==> src/design/tisp_pkg.sv <==
`timescale 1ns / 1ps
// shared constants and types for the trie insert / search / prefix block
// no dependencies

package tisp_pkg;

    // default table sizes
    localparam int NODES_DEF    = 1024;
    localparam int ALPHABET_DEF = 26;

    // command codes; any other code runs as a prefix query
    localparam logic [1:0] CMD_INSERT = 2'd0;
    localparam logic [1:0] CMD_SEARCH = 2'd1;

    // sequencer states
    typedef enum logic [2:0] {
        S_CLEAR = 3'b001,
        S_IDLE  = 3'b010,
        S_EVAL  = 3'b100
    } t_state;

    // outcome of one letter step
    typedef struct packed {
        logic wr_en;     // row must be written back
        logic bump;      // a fresh node was taken
        logic miss;      // miss flag after this letter
        logic full;      // full flag after this letter
        logic found;     // query answer for a final letter
        logic overflow;  // insert overflow for a final letter
    } t_walk_ctl;

endpackage

==> src/design/tisp_walk.sv <==
`timescale 1ns / 1ps
// one letter step of the trie walk: decides the outcome from the cursor row
// depends on tisp_pkg

module tisp_walk import tisp_pkg::*; #(
    parameter int NODES    = NODES_DEF,
    parameter int ALPHABET = ALPHABET_DEF,
    parameter int NB       = $clog2(NODES),
    parameter int LW       = $clog2(ALPHABET),
    parameter int RW       = ALPHABET * (NB + 1)
) (
    input  logic [1:0]    i_cmd,
    input  logic [4:0]    i_letter,
    input  logic          i_last,
    input  logic          i_miss,
    input  logic          i_full,
    input  logic [NB-1:0] i_cursor,
    input  logic [NB:0]   i_next_free,
    input  logic [RW-1:0] i_row,
    output t_walk_ctl     o_ctl,
    output logic [NB-1:0] o_cursor,
    output logic [RW-1:0] o_row
);

    // each slot: {child word end, child index}; index zero means no child
    logic [ALPHABET-1:0][NB:0] row;
    logic [ALPHABET-1:0][NB:0] nrow;
    logic [LW+4:0]             letter_ext;
    logic                      in_range;
    logic [LW-1:0]             sel;
    logic [NB:0]               slot;
    logic [NB:0]               nslot;
    logic [NB-1:0]             child;
    logic [NB-1:0]             cur;
    logic                      miss;
    logic                      full;
    logic                      bump;
    logic                      ok;
    logic                      mark;

    assign row = i_row;

    always_comb begin
        letter_ext = (LW + 5)'(i_letter);
        in_range   = letter_ext < (LW + 5)'(ALPHABET);
        sel        = in_range ? letter_ext[LW-1:0] : '0;
        slot       = row[sel];
        child      = slot[NB-1:0];
        nslot      = slot;
        cur        = i_cursor;
        miss       = i_miss;
        full       = i_full;
        bump       = 1'b0;

        if (!i_miss && !i_full) begin
            if (!in_range) begin
                miss = 1'b1;
            end else if (child != '0) begin
                cur = child;
            end else if (i_cmd != CMD_INSERT) begin
                miss = 1'b1;
            end else if (i_next_free >= (NB + 1)'(NODES)) begin
                full = 1'b1;
            end else begin
                // new node, word end starts clear
                bump  = 1'b1;
                cur   = i_next_free[NB-1:0];
                nslot = {1'b0, i_next_free[NB-1:0]};
            end
        end

        ok   = !miss && !full;
        mark = i_last && ok && (i_cmd == CMD_INSERT);
        if (mark) begin
            nslot[NB] = 1'b1;
        end

        nrow      = row;
        nrow[sel] = nslot;

        o_ctl.wr_en    = bump || mark;
        o_ctl.bump     = bump;
        o_ctl.miss     = miss;
        o_ctl.full     = full;
        o_ctl.found    = (i_cmd == CMD_SEARCH) ? (ok && slot[NB])
                                               : ((i_cmd != CMD_INSERT) && ok);
        o_ctl.overflow = (i_cmd == CMD_INSERT) && full;
        o_cursor       = cur;
        o_row          = nrow;
    end

endmodule

==> config.mk <==
export PLATFORM = sky130hd
export DESIGN_NAME = tisp_walk
export DESIGN_NICKNAME = d
export VERILOG_FILES = /design/src/design/tisp_pkg.sv /design/src/design/tisp_walk.sv
export SDC_FILE = /design/constraint.sdc
export NUM_CORES = 1
export LEC_CHECK = 0
export BUFFER_PORTS_ARGS = -buffer_cell sky130_fd_sc_hd__buf_4
export CAP_MARGIN = 10
export CORE_AREA = 2 2 239 241
export DETAILED_ROUTE_END_ITERATION = 7
export DIE_AREA = 0 0 241 243
export SETUP_SLACK_MARGIN = 0.5
export SLEW_MARGIN = 20
export SYNTH_ARGS = -nofsm -noshare
export SYNTH_HDL_FRONTEND = slang
export SYNTH_SLANG_ARGS = --single-unit
==> constraint.sdc <==
create_clock -name vclk -period 11.2
set_input_delay 1.12 -clock vclk [all_inputs]
set_output_delay 1.12 -clock vclk [all_outputs]
set_load 0.005 [all_outputs]
==> results.py, run 1 <==
metrics = {
    "status": {
        "outcome": "finished, final reports clean",
    },
    "detailed_routing": {
        "drt-total-wl_mm": 70.7,
        "routed-via-count": 11480,
        "dr.pass1.iters": 6,
        "vias_per_cell": 4.80,
        "drt_iter0_drc": 872,
        "wl_per_cell_um": 29.5,
        "ant_nets": 0,
        "drc": 0,
    },
    "power": {
        "ir_worst_vdd_uv": 28.5,
        "p_per_area_mw_per_mm2": 55.8,
        "p_leak_nw": 5.46,
    },
    "placement": {
        "port_buffers": 619,
        "dp_hpwl_mm": 57.5,
        "gp_congestion": 0.916,
        "dp_cells": 2388,
    },
    "synthesis": {
        "yosysWarnings": 0,
        "synth_top_family_by_area": "compound AO/OA/AOI/OAI gates",
        "synth_fp_nets": 1423,
        "yosys.area_share.simple_pct": 27.7,
        "synth_compound_gate_area_share_pct": 50.8,
        "synthAdderAreaFrac_pct": 0,
        "synth_cells": 1106,
        "yosysSeqAreaShare_pct": 0,
        "netlist_area_mm2": 0.00617,
        "avgSynthCellArea_um2": 5.58,
        "synthMuxAreaShare_pct": 11.6,
        "ys_types": 69,
        "yosys-top-cells-area": "a21oi_1, nor2_1, o21ai_0, nand2_1, clkbuf_1",
        "synth_xor_area_share_pct": 0,
        "yosysTopAreaCellShare_pct": 14.1,
        "yosysTopAreaCell": "a21oi_1",
    },
    "timing": {
        "fmax_ghz": 0.129,
        "tns_ps": 0,
        "fin_crit_sh_pct": 69.5,
        "tightest_slew_ps": 1080,
        "timing.final.max_slew_violations": 0,
        "finalSetupViolCount": 0,
        "max_slew_margin_pct": 28.2,
        "finalCriticalPeriod_ps": 7780,
        "hold_slack_ps": 2520,
        "finalHoldViolations": 0,
        "rsz0062_at_grt": "false",
    },
    "final_layout": {
        "fin_cells": 2393,
        "fill_cells": 6532,
        "final_nets": 1951,
        "drive_gt1_share_pct": 45.3,
        "nClkBuffers": 0,
        "register_area_um2": 0,
        "design.seq.count": 0,
        "final_core_util_pct": 20.9,
        "area_delta_synth_final_pct": 89.4,
    },
    "setup_path": {
        "crit_fanout": 43,
        "end_kind": "output pin",
        "critical_path_class": "input port to output pin",
        "cp-start-kind": "input port",
        "worstPathRequired_ps": 10080,
        "critPathArrivalTime_ps": 6660,
    },
    "floorplanning": {
        "start_util_pct": 11.0,
        "dieWidth_um": 241,
        "coreArea_mm2": 0.0560,
        "num_rows": 87,
        "ios": 619,
        "chipHeight_um": 243,
        "dieArea_mm2": 0.0586,
    },
    "min_path": {
        "hold_depth": 4,
        "hp-class": "input port to output pin",
    },
    "cts": {
        "cts_hold_buffers": 0,
        "cts_setup_buffers": 0,
        "post_cts_resized": 0,
    },
    "global_routing": {
        "grt-ovfl-total": 0,
        "grt_max_degree": 66,
        "grtUsageTotal_pct": 22.5,
        "grt_pass1_vias": 11155,
        "grt_pass1_wl_mm": 92.0,
        "grt_antenna_before_repair": 10,
    },
    "job": {
        "drv_cap": 0,
    },
}
## synth_stat cells (3+ instances only)
master	count
and3_1	7
nand2_1	154
a221o_1	20
a2bb2oi_1	4
a311oi_1	5
buf_6	4
a211oi_1	5
a21o_1	10
buf_4	5
a221oi_1	25
a21boi_0	3
o21bai_1	3
a32o_1	5
mux2i_1	32
clkbuf_1	96
nor2_1	187
o22ai_1	5
and2_1	14
mux2_2	31
inv_1	7
a31o_2	6
a222oi_1	13
nor2b_1	4
nor3_1	10
buf_2	22
a32oi_1	4
nand2b_1	3
o21ai_0	134
a21oi_2	5
o221ai_1	9
a21oi_1	174
a22o_1	12
o22a_1	6
or2_2	3
buf_1	8
a22oi_1	14
nand3_1	11
nor4_1	3
## metal layers
metal	vias up	wire length, um	GRT usage, %
li1	5126	-	-
met1	5547	30100	29.0
met2	722	34000	39.7
met3	81	4750	2.64
met4	4	1680	5.05
met5	-	28	0
## cells in the final DEF, fill, tap and decap left out, types with 9 or more instances in the layout
| master | count |
|---|---|
| nand3_1 | 11 |
| a221o_1 | 20 |
| and2_1 | 14 |
| a22oi_1 | 14 |
| buf_4 | 660 |
| a222oi_1 | 13 |
| nor2_1 | 183 |
| a21o_1 | 10 |
| mux2i_1 | 32 |
| a221oi_1 | 25 |
| a21oi_4 | 10 |
| a22o_1 | 12 |
| mux2_2 | 31 |
| a21oi_1 | 169 |
| nand2_1 | 154 |
| o21ai_0 | 134 |
| o221ai_1 | 9 |
## per-stage QoR
| stage | total power [W] | setup WS (ps) | cell area (um2) |
|---|---|---|---|
| after global routing | 0.000688 | 3030 | 11700 |
| after global placement | 0.000645 | 3190 | 11600 |
| after detailed placement | 0.000649 | 3260 | 11700 |
| after CTS | 0.000651 | 3230 | 11700 |
| final | 0.000652 | 3420 | 11700 |
| after floorplan | 0.000235 | 5880 | 6170 |
## logic make-up (layout without fill, tap and decap cells)
kind of cell | Yosys count | in the layout
other | 0 | 5
muxes | 65 | 65
and+or+nand+nor | 409 | 409
AOI/OAI and AO/OA | 490 | 490
buffers and inverters | 142 | 668
## cell type report
cell class	count	area, um2	share of cell area (%)
diodes	5	12.5	0.107
repair buffers	661	4980	42.6
inverters	7	26.3	0.225
well taps	756	946	8.09
multi-input cells	964	5730	49.0
## final timing paths
kind	from	endpoint	slack (ps)
max	i_letter[2]	o_row[242]	3420
min	i_row[114]	o_row[114]	2520
## critical path, cell delays in order
cell and delay [ps]:
buf_4 410, nand3_2 520, and2_2 520, buf_4 330, a221o_1 450, a222oi_1 430
a2bb2oi_1 310, or4_4 620, nor4_4 250, buf_4 390, a21oi_4 130, buf_4 310
o21ai_0 500, buf_4 210
## report_power, final
| part | internal [W] | total, W | switching (W) |
|---|---|---|---|
| sequential | 0 | 0 | 0 |
| clock | 0.0000000000601 | 0.0000000000601 | 0 |
| combinational | 0.000266 | 0.000652 | 0.000386 |
Power figures use the tool's default switching activity.
==> inputs of run 2 (changes only) <==
--- a/config.mk
+++ b/config.mk
@@ -7,9 +7,9 @@
 export LEC_CHECK = 0
 export BUFFER_PORTS_ARGS = -buffer_cell sky130_fd_sc_hd__buf_4
 export CAP_MARGIN = 10
-export CORE_AREA = 2 2 239 241
+export CORE_AREA = 2 2 240 242
 export DETAILED_ROUTE_END_ITERATION = 7
-export DIE_AREA = 0 0 241 243
+export DIE_AREA = 0 0 242 244
 export SETUP_SLACK_MARGIN = 0.5
 export SLEW_MARGIN = 20
 export SYNTH_ARGS = -nofsm -noshare
==> constraint.sdc (replaced) <==
create_clock -name vclk -period 6.4
set_input_delay 0.64 -clock vclk [all_inputs]
set_output_delay 0.64 -clock vclk [all_outputs]
set_load 0.005 [all_outputs]
==> run 2 against run 1 <==
Net effect:
- via count grew 1.3%
- cell area grew 2.1%
- critical path depth is the same
- count of clock-buffer cells in the layout is the same
- routed wire length grew 2.7%
- total power grew 82%
- largest power group unchanged
==> results.py, run 2 (synthesized netlist as in run 1, its figures left out) <==
metrics = {
    "min_path": {
        "hp-class": "input port to output pin",
        "worstHoldEndpoint": "o_cursor[8]",
        "hold_depth": 3,
        "min-delay-start": "i_cursor[8]",
    },
    "placement": {
        "port_buffers": 619,
        "dp_hpwl_mm": 59.0,
        "post_dp_cell_area_mm2": 0.0118,
        "gp_congestion": 0.900,
        "place_ws_ps": 48.2,
    },
    "final_layout": {
        "design.seq.count": 0,
        "area_delta_synth_final_pct": 93.4,
        "layout_commonest_cell": "buf_4",
        "fin_area_mm2": 0.0119,
        "layout_common_cells": "buf_4, nor2_1, a21oi_1, nand2_1, o21ai_0",
        "final_core_util_pct": 21.3,
        "nClkBuffers": 0,
        "final_nets": 1969,
        "register_area_um2": 0,
        "drive_gt1_share_pct": 46.7,
    },
    "timing": {
        "fmax_ghz": 0.174,
        "max_slew_margin_pct": 25.2,
        "tns_ps": 0,
        "rsz0062_at_grt": "false",
        "timing.final.max_slew_violations": 0,
        "fin_ws_ps": 649,
        "finalCriticalPeriod_ps": 5750,
        "hold_slack_ps": 1550,
        "finalHoldViolations": 0,
        "fin_crit_sh_pct": 89.9,
        "finalSetupViolCount": 0,
        "tightest_slew_ps": 1120,
    },
    "setup_path": {
        "crit_family": "simple AND/OR/NAND/NOR gates",
        "cp_slowest_stage_delay_ps": 650,
        "critical_path_class": "input port to output pin",
        "cp-start-kind": "input port",
        "critPathArrivalTime_ps": 5110,
        "worstPathRequired_ps": 5760,
        "crit_path_frequent_cell": "buf_4",
        "path_buf_inv": 5,
        "crit_chain": "buf_4, nor2_1, or2_4, buf_4, and2_1, o311ai_1, a21oi_1, buf_4, or4_4, nor4_4, buf_12, a21oi_4, o21ai_0, buf_4",
        "end_kind": "output pin",
        "crit_fanout": 30,
        "cpMaxStageDelayCell": "o21ai_0",
    },
    "floorplanning": {
        "coreArea_mm2": 0.0562,
        "chipHeight_um": 244,
        "start_util_pct": 11.0,
        "num_rows": 87,
        "dieArea_mm2": 0.0590,
        "ios": 619,
        "dieWidth_um": 242,
    },
    "detailed_routing": {
        "vias_per_cell": 4.83,
        "wl_per_cell_um": 30.1,
        "routed-via-count": 11632,
        "drt-total-wl_mm": 72.5,
        "drc": 0,
        "dr.pass1.iters": 5,
        "ant_nets": 0,
        "drt_iter0_drc": 876,
    },
    "global_routing": {
        "grt_max_degree": 32,
        "grt_antenna_before_repair": 9,
        "grt_pass1_wl_mm": 95.1,
        "grt_pass1_vias": 11383,
        "grt-ovfl-total": 0,
        "grtUsageTotal_pct": 22.8,
    },
    "power": {
        "p_leak_nw": 5.57,
        "ir_worst_vdd_uv": 69.2,
        "p_per_area_mw_per_mm2": 99.5,
    },
    "cts": {
        "cts_hold_buffers": 0,
    },
    "status": {
        "outcome": "finished, final reports clean",
    },
    "job": {
        "drv_cap": 0,
    },
}
[run 2: cell types whose count changed in the layout (fill, tap and decap cells not counted), moves of 3 or more]
cell,delta
buf_4,+10
buf_12,+4
buf_6,+3
diode_2,-3
[run 2: per-stage QoR]
step                power, W  std cells
CTS                  0.00118       2405
finish               0.00119       2408
global placement     0.00115       2401
detailed placement   0.00115       2401
global route         0.00125       2408
floorplan           0.000411       1106
[run 2: final cells by class]
class | instances | area [um2]
antenna | 2 | 5.00
tap | 756 | 946
inverter | 7 | 26.3
fill | 6581 | 44200
timing repair buffer | 677 | 5140
multi-input combinational | 966 | 5820
[run 2: routing by layer]
metal | track usage [%] | part of all wire, %
met5 | 0 | 0.051
met4 | 7.64 | 4.0
met3 | 3.61 | 7.2
met2 | 39.4 | 47
met1 | 28.8 | 42
[run 2: worst max path at each step]
stage	start	to	slack, ps	cells past startpoint
detailed placement	i_letter[1]	o_row[115]	50	13
floorplan	i_letter[1]	o_row[109]	2040	13
finish	i_letter[1]	o_row[277]	650	14
global route	i_letter[1]	o_row[243]	520	15
CTS	i_letter[1]	o_row[135]	520	15
global placement	i_letter[1]	o_row[115]	10	13
[run 2: tightest hold or removal path, stage by stage]
cell and delay, ps:
buf_4 80, a21o_1 90, buf_4 100
[run 2: power breakdown]
part / switching [W] / internal [W] / total (W)
registers: 0 / 0 / 0
clock network: 0 / 0.0000000000419 / 0.0000000000419
logic: 0.000702 / 0.000486 / 0.00119
total: 0.000702 / 0.000486 / 0.00119
[run 2: timing repair]
item,in CTS,in global routing
gates cloned,1,1
hold endpoints to repair,0,0
setup buffers,3,0
pin swaps,1,1
gates resized for setup,13,10
setup endpoints to repair,215,44
==> inputs of run 3 (changes only) <==
--- a/config.mk
+++ b/config.mk
@@ -5,11 +5,12 @@
 export SDC_FILE = /design/constraint.sdc
 export NUM_CORES = 1
 export LEC_CHECK = 0
+export ABC_AREA = 1
 export BUFFER_PORTS_ARGS = -buffer_cell sky130_fd_sc_hd__buf_4
 export CAP_MARGIN = 10
-export CORE_AREA = 2 2 240 242
+export CORE_AREA = 2 2 239 241
 export DETAILED_ROUTE_END_ITERATION = 7
-export DIE_AREA = 0 0 242 244
+export DIE_AREA = 0 0 241 243
 export SETUP_SLACK_MARGIN = 0.5
 export SLEW_MARGIN = 20
 export SYNTH_ARGS = -nofsm -noshare
==> run 3 against run 2 <==
Net effect:
- combinational power decreased by 5%
- global-route usage increased by 1.6 points
- via count increased by 13%
- area after synthesis increased by 12%
- cell count increased by 17%
- synthesized cell count increased by 35%
- sequential cell count unchanged
- utilization increased by 1.0 points
- critical path type unchanged
- largest cell class unchanged
- total power decreased by 5.1%
- worst hold slack improved by 22 ps
==> results.py, run 3 <==
metrics = {
    "job": {
        "drv_cap": 0,
    },
    "min_path": {
        "hold_depth": 4,
        "hp-class": "input port to output pin",
    },
    "power": {
        "ir_worst_vdd_uv": 29.7,
        "p_per_area_mw_per_mm2": 90.4,
        "p_leak_nw": 6.25,
        "comb_power_share_pct": 100.0,
        "p_seq_share_pct": 0,
        "p_clk_share_pct": 0,
        "totalPowerFinal_w": 0.00113,
        "swShare_pct": 61.0,
        "p_sw_w": 0.000688,
        "internal-power_w": 0.000439,
    },
    "final_layout": {
        "final_core_util_pct": 22.3,
        "fill_cells": 6669,
        "nClkBuffers": 0,
        "layout_commonest_cell": "buf_4",
        "final_nets": 2372,
        "layout_common_cells": "buf_4, nand2_1, nor2_1, o21ai_0, inv_1",
        "design.seq.count": 0,
        "fin_cells": 2816,
        "fin_area_mm2": 0.0125,
        "drive_gt1_share_pct": 37.8,
        "area_delta_synth_final_pct": 80.8,
        "register_area_um2": 0,
    },
    "detailed_routing": {
        "wl_per_cell_um": 27.0,
        "drc": 0,
        "ant_nets": 0,
        "routed-via-count": 13150,
        "drt_iter0_drc": 975,
        "dr.pass1.iters": 5,
        "vias_per_cell": 4.67,
        "drt-total-wl_mm": 76.1,
    },
    "global_routing": {
        "grt-ovfl-total": 0,
        "grt_pass1_wl_mm": 100,
        "grtUsageTotal_pct": 24.4,
        "grt_pass1_vias": 12294,
        "grt_max_degree": 32,
        "grt_antenna_before_repair": 11,
    },
    "timing": {
        "max_slew_margin_pct": 25.7,
        "tns_ps": 0,
        "timing.final.max_slew_violations": 0,
        "finalSetupViolCount": 0,
        "fmax_ghz": 0.183,
        "finalCriticalPeriod_ps": 5470,
        "tightest_slew_ps": 1110,
        "fin_crit_sh_pct": 85.5,
        "finalHoldViolations": 0,
        "rsz0062_at_grt": "false",
    },
    "synthesis": {
        "yosysMostFrequentCell": "nand2_1",
        "yosysTopAreaCellShare_pct": 26.1,
        "yosysTopAreaCell": "nand2_1",
        "synth_fp_nets": 1813,
        "netlist_area_mm2": 0.00690,
        "yosys-top-cells-area": "nand2_1, o21ai_0, nor2_1, a31oi_1, nand3_1",
        "yosysSeqAreaShare_pct": 0,
        "netlist_top_cells_count": "nand2_1, nor2_1, o21ai_0",
        "ys_types": 36,
        "yosysWarnings": 0,
        "synth_cells": 1496,
        "avgSynthCellArea_um2": 4.61,
    },
    "status": {
        "outcome": "finished, final reports clean",
    },
    "placement": {
        "dp_cells": 2809,
        "gp_congestion": 0.904,
        "post_dp_cell_area_mm2": 0.0125,
        "dp_hpwl_mm": 63.2,
        "port_buffers": 619,
    },
    "setup_path": {
        "crit_chain": "buf_4, buf_4, nand3_2, buf_4, buf_4, o21ai_0, nor2_1, nand3_1, nand3_1, nand3_1, nand2_1, nand3_1, nor2_2, nand2_4, nor2_8, nand2_4, o21ai_4, buf_12, nand2_1, nand2_1, buf_4",
        "critPathArrivalTime_ps": 4830,
        "path_buf_inv": 6,
        "cp.depth": 21,
        "critical_path_class": "input port to output pin",
        "crit_fanout": 31,
        "end_kind": "output pin",
        "crit_family": "simple AND/OR/NAND/NOR gates",
        "cp_slowest_stage_delay_ps": 610,
        "cp-start-kind": "input port",
        "crit_path_frequent_cell": "buf_4",
        "worstPathRequired_ps": 5760,
        "cpMaxStageDelayCell": "o21ai_4",
    },
    "floorplanning": {
        "start_util_pct": 12.3,
        "dieArea_mm2": 0.0586,
        "dieWidth_um": 241,
        "coreArea_mm2": 0.0560,
        "num_rows": 87,
        "ios": 619,
        "chipHeight_um": 243,
    },
    "cts": {
        "cts_hold_buffers": 0,
        "cts_setup_buffers": 0,
        "post_cts_resized": 0,
    },
}
-- run 3: worst paths after layout --
check / start / endpoint
worst max-delay path: i_letter[0] / o_row[2]
worst min-delay path: i_row[54] / o_row[54]
-- run 3: cell type report --
type               count  area (um2)  area share (%)
multi-input cells   1233        5860            46.9
repair buffers       681        5120            41.1
well taps            756         946            7.58
inverters            139         534            4.28
diodes                 7        17.5           0.140
-- run 3: power by group through the flow --
stage	clock network [W]	registers, W	logic [W]
2_1_floorplan	0	0	0.000429
3_3_place_gp	0	0	0.00112
3_5_place_dp	0	0	0.00112
4_1_cts	0	0	0.00112
5_1_grt	0.0000000000631	0	0.00120
6_report	0.000000000123	0	0.00113
-- run 3: kinds of logic after synthesis --
kind of cell / count (synthesis) / synth area share (%)
and+or+nand+nor: 857 / 52.1
AOI/OAI and AO/OA: 376 / 31.9
buffers and inverters: 263 / 16.0
-- run 3: worst min-delay path, delay by kind of cell --
kind                   cells  cell delay, ps
and+or+nand+nor            2              90
buffers and inverters      2             190
-- run 3: per-stage QoR --
stage,worst slack [ps],hold slack [ps]
after floorplan,2810,1380
after global placement,920,1570
after detailed placement,909,1570
after CTS,901,1570
after global routing,739,1590
final,931,1570
-- run 3: metal layers --
layer / global-route usage, % / up-vias / part of all wire [%]
met5: 0 / - / 0.075
met4: 6.54 / 8 / 3.1
met3: 3.40 / 129 / 7.7
met2: 41.2 / 790 / 46
met1: 32.2 / 6167 / 43
li1: - / 6056 / -
